<file path="src/tlgpw_pkg.sv">
// ---------------------------------------------------------------------------
// tlgpw_pkg : shared types and constants of the two-level page walker
// Request codes, walk phases, queue sizes and the structs passed between
// the front end, the command queue and the back end.
// ---------------------------------------------------------------------------
package tlgpw_pkg;

    localparam int NUM_CONTEXTS = 16;
    localparam int CTX_W        = 4;
    localparam int CTX_IDX_W    = (NUM_CONTEXTS > 1) ? $clog2(NUM_CONTEXTS) : 1;

    localparam int CMDQ_DEPTH = 4;
    localparam int CMDQ_AW    = $clog2(CMDQ_DEPTH);
    localparam int RESQ_DEPTH = 2;
    localparam int RESQ_AW    = $clog2(RESQ_DEPTH);

    // address slicing of the two table levels
    localparam int DIR_IDX_LSB = 23;
    localparam int DIR_IDX_W   = 20;
    localparam int PT_IDX_LSB  = 12;
    localparam int PT_IDX_W    = 11;
    localparam int PAGE_OFS_W  = 12;
    localparam int ENTRY_SHIFT = 3;

    localparam logic [63:0] PT_BASE_MASK = ~64'hFF;
    localparam logic [63:0] PAGE_MASK_4K = 64'hFFF;
    localparam logic [63:0] MASK_ALL     = ~64'h0;

    typedef enum logic [1:0] {
        KIND_SET_BASE = 2'd0,
        KIND_XLATE    = 2'd1,
        KIND_RD_DATA  = 2'd2,
        KIND_UNUSED   = 2'd3
    } t_in_kind;

    typedef enum logic {
        OUT_RD_REQ = 1'b0,
        OUT_RESULT = 1'b1
    } t_out_kind;

    typedef enum logic [1:0] {
        PH_IDLE = 2'd0,
        PH_DIR  = 2'd1,
        PH_PTE  = 2'd2
    } t_phase;

    typedef enum logic [1:0] {
        OP_UNMAPPED = 2'd0,
        OP_DIR_RD   = 2'd1,
        OP_PT_RD    = 2'd2,
        OP_DONE     = 2'd3
    } t_op;

    typedef struct packed {
        t_op         op;
        logic [63:0] val;   // directory base or returned table word
        logic [63:0] addr;  // address under translation
    } t_cmd;

    typedef struct packed {
        t_out_kind   out_kind;
        logic [63:0] read_addr;
        logic [63:0] phys_addr;
        logic [63:0] page_mask;
        logic        mapped;
    } t_res;

endpackage

</file>
<file path="src/tlgpw_front.sv">
// ---------------------------------------------------------------------------
// tlgpw_front : request classification and walk tracking
// Holds the per-context directory bases and the walk phase, and turns each
// accepted request into at most one command for the back end.
// ---------------------------------------------------------------------------
module tlgpw_front
    import tlgpw_pkg::*;
(
    input  logic             i_clk,
    input  logic             i_rst_n,
    input  logic             i_accept,
    input  logic [1:0]       i_kind,
    input  logic [CTX_W-1:0] i_context_id,
    input  logic [63:0]      i_dir_base,
    input  logic [63:0]      i_virt_addr,
    input  logic [63:0]      i_read_data,
    output logic             o_cmd_push,
    output t_cmd             o_cmd
);

    logic [63:0]             r_base [NUM_CONTEXTS];
    logic [NUM_CONTEXTS-1:0] r_base_vld;
    t_phase                  r_phase;
    t_phase                  n_phase;
    logic [63:0]             r_held_addr;

    logic                    ctx_ok;
    logic [CTX_IDX_W-1:0]    ctx_idx;
    logic [63:0]             base_rd;
    t_in_kind                kind;

    assign kind    = t_in_kind'(i_kind);
    assign ctx_ok  = (32'(i_context_id) < NUM_CONTEXTS);
    assign ctx_idx = CTX_IDX_W'(i_context_id);
    // unwritten entries read as a disabled (zero) base
    assign base_rd = (ctx_ok && r_base_vld[ctx_idx]) ? r_base[ctx_idx] : '0;

    always_ff @(posedge i_clk) begin
        if (i_accept && kind == KIND_SET_BASE && ctx_ok) begin
            r_base[ctx_idx] <= i_dir_base;
        end
    end

    always_ff @(posedge i_clk) begin
        if (!i_rst_n) begin
            r_base_vld <= '0;
            r_phase    <= PH_IDLE;
        end else begin
            if (i_accept && kind == KIND_SET_BASE && ctx_ok) begin
                r_base_vld[ctx_idx] <= 1'b1;
            end
            r_phase <= n_phase;
        end
    end

    always_ff @(posedge i_clk) begin
        if (i_accept && kind == KIND_XLATE && r_phase == PH_IDLE) begin
            r_held_addr <= i_virt_addr;
        end
    end

    // next state
    always_comb begin
        n_phase = r_phase;
        if (i_accept) begin
            unique case (r_phase)
                PH_IDLE: begin
                    if (kind == KIND_XLATE && base_rd != '0) begin
                        n_phase = PH_DIR;
                    end
                end
                PH_DIR: begin
                    if (kind == KIND_RD_DATA) begin
                        n_phase = PH_PTE;
                    end
                end
                PH_PTE: begin
                    if (kind == KIND_RD_DATA) begin
                        n_phase = PH_IDLE;
                    end
                end
                default: n_phase = PH_IDLE;
            endcase
        end
    end

    // command issue
    always_comb begin
        o_cmd_push = 1'b0;
        o_cmd.op   = OP_UNMAPPED;
        o_cmd.val  = i_read_data;
        o_cmd.addr = r_held_addr;
        if (i_accept) begin
            unique case (kind) inside
                KIND_XLATE: begin
                    if (r_phase == PH_IDLE) begin
                        o_cmd_push = 1'b1;
                        o_cmd.val  = base_rd;
                        o_cmd.addr = i_virt_addr;
                        o_cmd.op   = (base_rd == '0) ? OP_UNMAPPED : OP_DIR_RD;
                    end
                end
                KIND_RD_DATA: begin
                    if (r_phase == PH_DIR) begin
                        o_cmd_push = 1'b1;
                        o_cmd.op   = OP_PT_RD;
                    end else if (r_phase == PH_PTE) begin
                        o_cmd_push = 1'b1;
                        o_cmd.op   = OP_DONE;
                    end
                end
                KIND_SET_BASE, KIND_UNUSED: begin
                    o_cmd_push = 1'b0;
                end
                default: o_cmd_push = 1'b0;
            endcase
        end
    end

endmodule

</file>
<file path="src/tlgpw_cmdq.sv">
// ---------------------------------------------------------------------------
// tlgpw_cmdq : command queue between front end and back end
// Small circular buffer; lets the front keep taking requests while the
// back end waits on the result side.
// ---------------------------------------------------------------------------
module tlgpw_cmdq
    import tlgpw_pkg::*;
(
    input  logic i_clk,
    input  logic i_rst_n,
    input  logic i_push,
    input  t_cmd i_data,
    output logic o_full,
    input  logic i_pop,
    output t_cmd o_data,
    output logic o_empty
);

    t_cmd               r_mem [CMDQ_DEPTH];
    logic [CMDQ_AW-1:0] r_wr_ptr;
    logic [CMDQ_AW-1:0] r_rd_ptr;
    logic [CMDQ_AW:0]   r_count;

    logic               do_push;
    logic               do_pop;

    assign o_full  = (r_count == (CMDQ_AW+1)'(CMDQ_DEPTH));
    assign o_empty = (r_count == '0);
    assign do_push = i_push && !o_full;
    assign do_pop  = i_pop && !o_empty;
    assign o_data  = r_mem[r_rd_ptr];

    always_ff @(posedge i_clk) begin
        if (do_push) begin
            r_mem[r_wr_ptr] <= i_data;
        end
    end

    always_ff @(posedge i_clk) begin
        if (!i_rst_n) begin
            r_wr_ptr <= '0;
            r_rd_ptr <= '0;
            r_count  <= '0;
        end else begin
            if (do_push) begin
                r_wr_ptr <= r_wr_ptr + 1'b1;
            end
            if (do_pop) begin
                r_rd_ptr <= r_rd_ptr + 1'b1;
            end
            if (do_push && !do_pop) begin
                r_count <= r_count + 1'b1;
            end else if (do_pop && !do_push) begin
                r_count <= r_count - 1'b1;
            end
        end
    end

endmodule

</file>
<file path="src/tlgpw_back.sv">
// ---------------------------------------------------------------------------
// tlgpw_back : address generation and result formatting
// Computes table read addresses and translation results from commands and
// holds them in a two-entry result buffer.
// ---------------------------------------------------------------------------
module tlgpw_back
    import tlgpw_pkg::*;
(
    input  logic i_clk,
    input  logic i_rst_n,
    input  t_cmd i_cmd,
    input  logic i_cmd_empty,
    output logic o_cmd_pop,
    input  logic i_pop,
    output logic o_empty,
    output t_res o_res
);

    t_res               r_buf [RESQ_DEPTH];
    logic [RESQ_AW-1:0] r_wr_ptr;
    logic [RESQ_AW-1:0] r_rd_ptr;
    logic [RESQ_AW:0]   r_count;

    logic               take;
    logic               do_pop;
    t_res               res;

    assign o_empty   = (r_count == '0);
    assign take      = !i_cmd_empty && (r_count != (RESQ_AW+1)'(RESQ_DEPTH));
    assign do_pop    = i_pop && !o_empty;
    assign o_cmd_pop = take;
    assign o_res     = r_buf[r_rd_ptr];

    always_comb begin
        res.out_kind  = OUT_RD_REQ;
        res.read_addr = '0;
        res.phys_addr = '0;
        res.page_mask = '0;
        res.mapped    = 1'b0;
        unique case (i_cmd.op)
            OP_UNMAPPED: begin
                res.out_kind  = OUT_RESULT;
                res.page_mask = MASK_ALL;
            end
            OP_DIR_RD: begin
                res.read_addr = i_cmd.val + 64'({i_cmd.addr[DIR_IDX_LSB +: DIR_IDX_W],
                                                 ENTRY_SHIFT'(0)});
            end
            OP_PT_RD: begin
                res.read_addr = (i_cmd.val & PT_BASE_MASK)
                              + 64'({i_cmd.addr[PT_IDX_LSB +: PT_IDX_W], ENTRY_SHIFT'(0)});
            end
            OP_DONE: begin
                res.out_kind  = OUT_RESULT;
                res.phys_addr = {i_cmd.val[63:PAGE_OFS_W], i_cmd.addr[PAGE_OFS_W-1:0]};
                res.page_mask = PAGE_MASK_4K;
                res.mapped    = 1'b1;
            end
            default: res.out_kind = OUT_RD_REQ;
        endcase
    end

    always_ff @(posedge i_clk) begin
        if (take) begin
            r_buf[r_wr_ptr] <= res;
        end
    end

    always_ff @(posedge i_clk) begin
        if (!i_rst_n) begin
            r_wr_ptr <= '0;
            r_rd_ptr <= '0;
            r_count  <= '0;
        end else begin
            if (take) begin
                r_wr_ptr <= r_wr_ptr + 1'b1;
            end
            if (do_pop) begin
                r_rd_ptr <= r_rd_ptr + 1'b1;
            end
            if (take && !do_pop) begin
                r_count <= r_count + 1'b1;
            end else if (do_pop && !take) begin
                r_count <= r_count - 1'b1;
            end
        end
    end

endmodule

</file>
<file path="src/two_level_gart_page_walker.sv">
// ---------------------------------------------------------------------------
// two_level_gart_page_walker : per-context two-level page table walker
// Translates device addresses through a directory and a page table held in
// external memory, issuing table reads and returning translation results.
// ---------------------------------------------------------------------------
//
//  channel  | handshake           | carries
//  ---------+---------------------+---------------------------------------------
//  input    | push / full         | kind, context_id, dir_base, virt_addr,
//           |                     | read_data (set base, translate, mem return)
//  result   | empty / pop         | out_kind, read_addr, phys_addr, page_mask,
//           |                     | mapped (table read or translation result)
//
//  One request is taken per cycle while full is low. A request that causes
//  a result passes the command queue write, then the result buffer write,
//  before it can be popped from the result ports, and a full result buffer
//  holds it back; throughput is set by those two queues, not by the walk itself.
//  Reset clears the context table through per-entry valid bits at once: no
//  clearing pass, requests are taken as soon as reset is released.
//  With pop held low the result buffer fills, then the command queue, and
//  full rises; requests that cause no result still need a queue slot free.
//
module two_level_gart_page_walker
    import tlgpw_pkg::*;
(
    input  logic             i_clk,
    input  logic             i_rst_n,
    // request side
    input  logic             push,
    output logic             full,
    input  logic [1:0]       i_kind,
    input  logic [CTX_W-1:0] i_context_id,
    input  logic [63:0]      i_dir_base,
    input  logic [63:0]      i_virt_addr,
    input  logic [63:0]      i_read_data,
    // result side
    output logic             empty,
    input  logic             pop,
    output logic             o_out_kind,
    output logic [63:0]      o_read_addr,
    output logic [63:0]      o_phys_addr,
    output logic [63:0]      o_page_mask,
    output logic             o_mapped
);

    logic accept;
    logic cmd_push;
    t_cmd cmd_in;
    t_cmd cmd_out;
    logic cmd_empty;
    logic cmd_pop;
    t_res res;

    // a request counts only when the command queue has room for its command
    assign accept = push && !full;

    // front end: context table, walk phase, classification
    tlgpw_front u_front (
        .i_clk        (i_clk),
        .i_rst_n      (i_rst_n),
        .i_accept     (accept),
        .i_kind       (i_kind),
        .i_context_id (i_context_id),
        .i_dir_base   (i_dir_base),
        .i_virt_addr  (i_virt_addr),
        .i_read_data  (i_read_data),
        .o_cmd_push   (cmd_push),
        .o_cmd        (cmd_in)
    );

    // decouples front from back
    tlgpw_cmdq u_cmdq (
        .i_clk   (i_clk),
        .i_rst_n (i_rst_n),
        .i_push  (cmd_push),
        .i_data  (cmd_in),
        .o_full  (full),
        .i_pop   (cmd_pop),
        .o_data  (cmd_out),
        .o_empty (cmd_empty)
    );

    // back end: address arithmetic and result buffer
    tlgpw_back u_back (
        .i_clk       (i_clk),
        .i_rst_n     (i_rst_n),
        .i_cmd       (cmd_out),
        .i_cmd_empty (cmd_empty),
        .o_cmd_pop   (cmd_pop),
        .i_pop       (pop),
        .o_empty     (empty),
        .o_res       (res)
    );

    assign o_out_kind  = res.out_kind;
    assign o_read_addr = res.read_addr;
    assign o_phys_addr = res.phys_addr;
    assign o_page_mask = res.page_mask;
    assign o_mapped    = res.mapped;

endmodule

</file>
<file path="config.mk">
export PLATFORM = sky130hd
export DESIGN_NAME = two_level_gart_page_walker
export DESIGN_NICKNAME = d
export VERILOG_FILES = /design/src/tlgpw_pkg.sv /design/src/tlgpw_front.sv /design/src/tlgpw_cmdq.sv /design/src/tlgpw_back.sv /design/src/two_level_gart_page_walker.sv
export SDC_FILE = /design/constraint.sdc
export NUM_CORES = 2
export LEC_CHECK = 0
export ABC_AREA = 1
export BUFFER_PORTS_ARGS = -buffer_cell sky130_fd_sc_hd__clkbuf_2
export CAP_MARGIN = 0
export CORE_MARGIN = 4
export CORE_UTILIZATION = 60
export DETAILED_ROUTE_END_ITERATION = 10
export GPL_TIMING_DRIVEN = 0
export PLACE_DENSITY_LB_ADDON = 0.1
export SYNTH_ARGS = -nofsm -noshare
export SYNTH_HDL_FRONTEND = slang
export SYNTH_HIERARCHICAL = 1
export SYNTH_SLANG_ARGS = --single-unit
</file>
<file path="constraint.sdc">
create_clock -name i_clk -period 8.9 [get_ports i_clk]
set_clock_uncertainty 0.2 [all_clocks]
set_input_delay 1.335 -clock i_clk [delete_from_list [all_inputs] [get_ports i_clk]]
set_output_delay 1.335 -clock i_clk [all_outputs]
set_load 0.005 [all_outputs]
</file>
==> metrics.md <==
| Metric | Value |
|---|---|
| Number of cells in the design after placement | `roughly 9100` |
| Congestion Overflow GR | `0` |
| Worst supply voltage drop on vdd | `around 0.22 mV` |
| Final total negative setup slack | `0 ps` |
| Post-route DRC | `0` |
| Fraction of final layout cells sized beyond drive strength 1 | `0.1470` |
| DRT Pass-1 Iters | `9` |
| Max Fclk | `about 160 MHz` |
| Effective utilization at floorplan | `0.6043` |
| Clock buffers created by TritonCTS | `approximately 180` |
| Outcome | `complete, but fails checks` |
| Std-Cell Core Area | `127500 um^2` |
| Max-capacitance violation count | `1` |
| Postcts setup bufs | `0` |
| Sum of net half-perimeters after detailed placement | `around 170 mm` |
| Hold Fails Final Rpt | `0` |
| Via count of the routed design | `56270` |
| Count of H-tree levels built during CTS | `4` |
| Internal reg-to-reg setup slack | `3070 ps` |
| Met1 demand-to-capacity share in global routing | `0.4626` |
| Worst Reg-to-Reg Cells | `15` |
| Total buffers and inverters traversed by the critical path | `5` |
| Maximum fanout along the worst path | `10` |
| Total track usage | `0.3613` |
| Total chip power | `23.53 mW` |
| Footprint of the multi-input gates | `a little over 20000 um^2` |
| Count of yosys warnings during synthesis | `6` |
| Cell family with most CP delay | `buffers and inverters` |
| # IOs | `398` |
| Max transition margin | `0.004328` |
| Final max-slew violation count | `0` |
| Class of the most critical setup path | `primary input to flop` |
| Fin cells | `around 9400` |
| Via count of the first global-routing pass | `~53000` |
| Arrival time of the worst setup path | `6320 ps` |
| End of the critical path | `u_cmdq/r_mem[2][128]` |
| Height of the chip | `around 370 um` |
| CTS tree | `built` |
| Buffers added on ports | `~380` |
| Total Die Area | `between 100000 and 150000 um^2` |
| Sequence of cells on the critical path | `clkbuf_2, inv_1, nand2_1, inv_1, clkbuf_1, buf_1, o21ai_1, nand2_1, nor2_1, nor2_1, nor2_1, nand2_1, nor2_1, nand2_1, nor2_1, nand2_1, nand3_1, a21oi_1` |
| Global-route wire length before repair | `around 350 mm` |
| Count of final setup violators | `0` |
| Stages on worst setup path | `18` |
| Vias per std cell | `5.984` |
| Layer with the highest usage after global routing | `met2` |
| Worst hold margin | `roughly 260 ps` |
| Failing checks | `capacitance limit` |
| Maximum number of pins on one net before global-route repair | `between 50 and 60` |
| Pwr/cell area | `roughly 270 nW/um^2` |
| Detailed Route Iter0 Violations | `7370` |
| Endpoint kind of the worst setup timing path | `flop` |
| Slowest cell delay on critical path | `890 ps` |
| RSZ-0062 raised after global routing | `no` |
| Area used by sequential logic in the layout | `around 54000 um^2` |
| Tightest Pin Transition | `1494 ps` |
| Critical path origin | `i_context_id[2]` |
| Clk slew on worst S/H paths | `around 60 ps` |
| Worst Hold Class | `flop to flop` |
| Antenna violations before repair | `9` |
| Net count of the finished layout | `roughly 7800` |
| Sinks on Clock Net | `about 1800` |
| Tcrit/Tclk final | `0.6815` |
| Required time of the critical path | `between 9000 and 10000 ps` |
| Synthesis-to-layout area growth | `14.79%` |
| Skew-Pair Late Insertion Delay | `810 ps` |
| Root buffer cell | `sky130_fd_sc_hd__clkbuf_16` |
| Fillers | `9037` |
| Met3 GRT Util | `0.07659` |
| Core occupancy in the finished layout | `0.6937` |
| Minimum clock period after layout | `~6100 ps` |
| Synthesized Nets | `slightly above 7000` |
| WL final | `roughly 250 mm` |
| Post-synthesis instance area | `approximately 77000 um^2` |
| Startpoint class of the critical path | `primary input` |
| Die span in x | `about 370 um` |
| Average cell area after synthesis | `between 10 and 15 um^2` |
| Number of gates resized after CTS | `0` |
| Largest buffer count on any clock path | `3` |
| Number of standard cells after synthesis | `approximately 7000` |
| Reg-to-reg critical path endpoint | `u_back/r_buf[0][153]` |
| Standard-cell rows | `~130` |
| Hold-fix buffers, CTS | `0` |
| Global-route track usage on met2 | `0.5775` |
| Worst-path cell with the longest stage delay | `sky130_fd_sc_hd__buf_1` |
| Placer Congestion | `approximately 1` |
| Count of nets left with antenna violations after detail routing | `0` |
| Static leakage | `roughly 34 nW` |
| Average wire per standard cell | `26.26 um` |
## area by class of cell
cell class | instances | area share
Sequential cell | 1797 | 0.6064
Buffer | 384 | 0.02397
Antenna cell | 2 | 0.00005657
Tap cell | 1662 | 0.02351
Multi-Input combinational cell | 4500 | 0.2303
Timing Repair Buffer | 447 | 0.03850
Clock buffer | 226 | 0.05335
Inverter | 295 | 0.01266
Clock inverter | 90 | 0.01134
## layout by cell type, fill, tap and decap left out, types with 36 or more instances in the layout
master / instances
sky130_fd_sc_hd__buf_2: 128
sky130_fd_sc_hd__o21ai_0: 270
sky130_fd_sc_hd__ha_1: 43
sky130_fd_sc_hd__inv_1: 279
sky130_fd_sc_hd__nand2_1: 2657
sky130_fd_sc_hd__o22ai_1: 106
sky130_fd_sc_hd__clkinv_1: 36
sky130_fd_sc_hd__edfxtp_1: 1765
sky130_fd_sc_hd__buf_4: 76
sky130_fd_sc_hd__clkbuf_1: 160
sky130_fd_sc_hd__buf_12: 57
sky130_fd_sc_hd__nand4_1: 73
sky130_fd_sc_hd__o21ai_1: 76
sky130_fd_sc_hd__clkbuf_2: 380
sky130_fd_sc_hd__mux2_2: 131
sky130_fd_sc_hd__nor2_1: 531
sky130_fd_sc_hd__nand3_1: 313
sky130_fd_sc_hd__a21oi_1: 169
sky130_fd_sc_hd__clkbuf_16: 182
## worst min-delay path by stage
stage	start	to	slack, ps	cells after the start
detailed placement	u_front/r_base_vld[13]	u_front/r_base_vld[13]	250	1
global route	u_front/r_base_vld[12]	u_front/r_base_vld[12]	290	1
finish	u_front/r_base_vld[8]	u_front/r_base_vld[8]	260	1
floorplan	u_front/r_base_vld[11]	u_front/r_base_vld[11]	240	2
CTS	u_front/r_base_vld[13]	u_front/r_base_vld[13]	270	1
global placement	u_front/r_base_vld[4]	u_front/r_base_vld[4]	250	1
## stage by stage
step | cell area, um^2 | setup slack (ps)
final | 88460 | 2835
after CTS | 88450 | 3007
after floorplan | 77060 | 1550
after global routing | 88460 | 2937
after detailed placement | 82720 | 2163
after global placement | 81020 | -2389
## worst register-to-register path, cell delays in order, from the launching register on
cell and delay (ps):
sky130_fd_sc_hd__dfxtp_1 490, sky130_fd_sc_hd__inv_2 200, sky130_fd_sc_hd__buf_2 370, sky130_fd_sc_hd__clkbuf_1 440
sky130_fd_sc_hd__o21ai_1 140, sky130_fd_sc_hd__o22ai_1 830, sky130_fd_sc_hd__ha_1 480, sky130_fd_sc_hd__nand2_1 100
sky130_fd_sc_hd__nand2_1 130, sky130_fd_sc_hd__a21boi_0 550, sky130_fd_sc_hd__o21ai_0 450, sky130_fd_sc_hd__inv_1 170
sky130_fd_sc_hd__nand3_1 330, sky130_fd_sc_hd__nand2_1 150, sky130_fd_sc_hd__nand3_1 80, sky130_fd_sc_hd__a21oi_1 420
## metal layers
layer | part of all wire | wire [um] | vias up
met5 | 0.00022 | 55 | -
met2 | 0.46 | 114500 | 3579
met4 | 0.067 | 16660 | 8
li1 | - | - | 25010
met1 | 0.36 | 88450 | 26960
met3 | 0.11 | 27280 | 719
## registers in the layout (all words and copies together) (netlist names), 2 cells and up, named ones only
| name | count |
|---|---|
| u_front/r_base | 1024 |
| u_cmdq/r_mem | 436 |
| u_back/r_buf | 262 |
| u_front/r_held_addr | 43 |
| u_front/r_base_vld | 16 |
| u_cmdq/r_count | 3 |
| u_back/r_count | 2 |
| u_cmdq/r_rd_ptr | 2 |
| u_cmdq/r_wr_ptr | 2 |
| u_front/r_phase | 2 |
## where the power goes
group	switching, mW	leakage, nW	internal, mW
sequential	0.122	16.3	10.1
clock	3.09	2.80	4.32
combinational	4.04	15.4	1.85
Note: power is estimated with default switching activity, not from simulation.
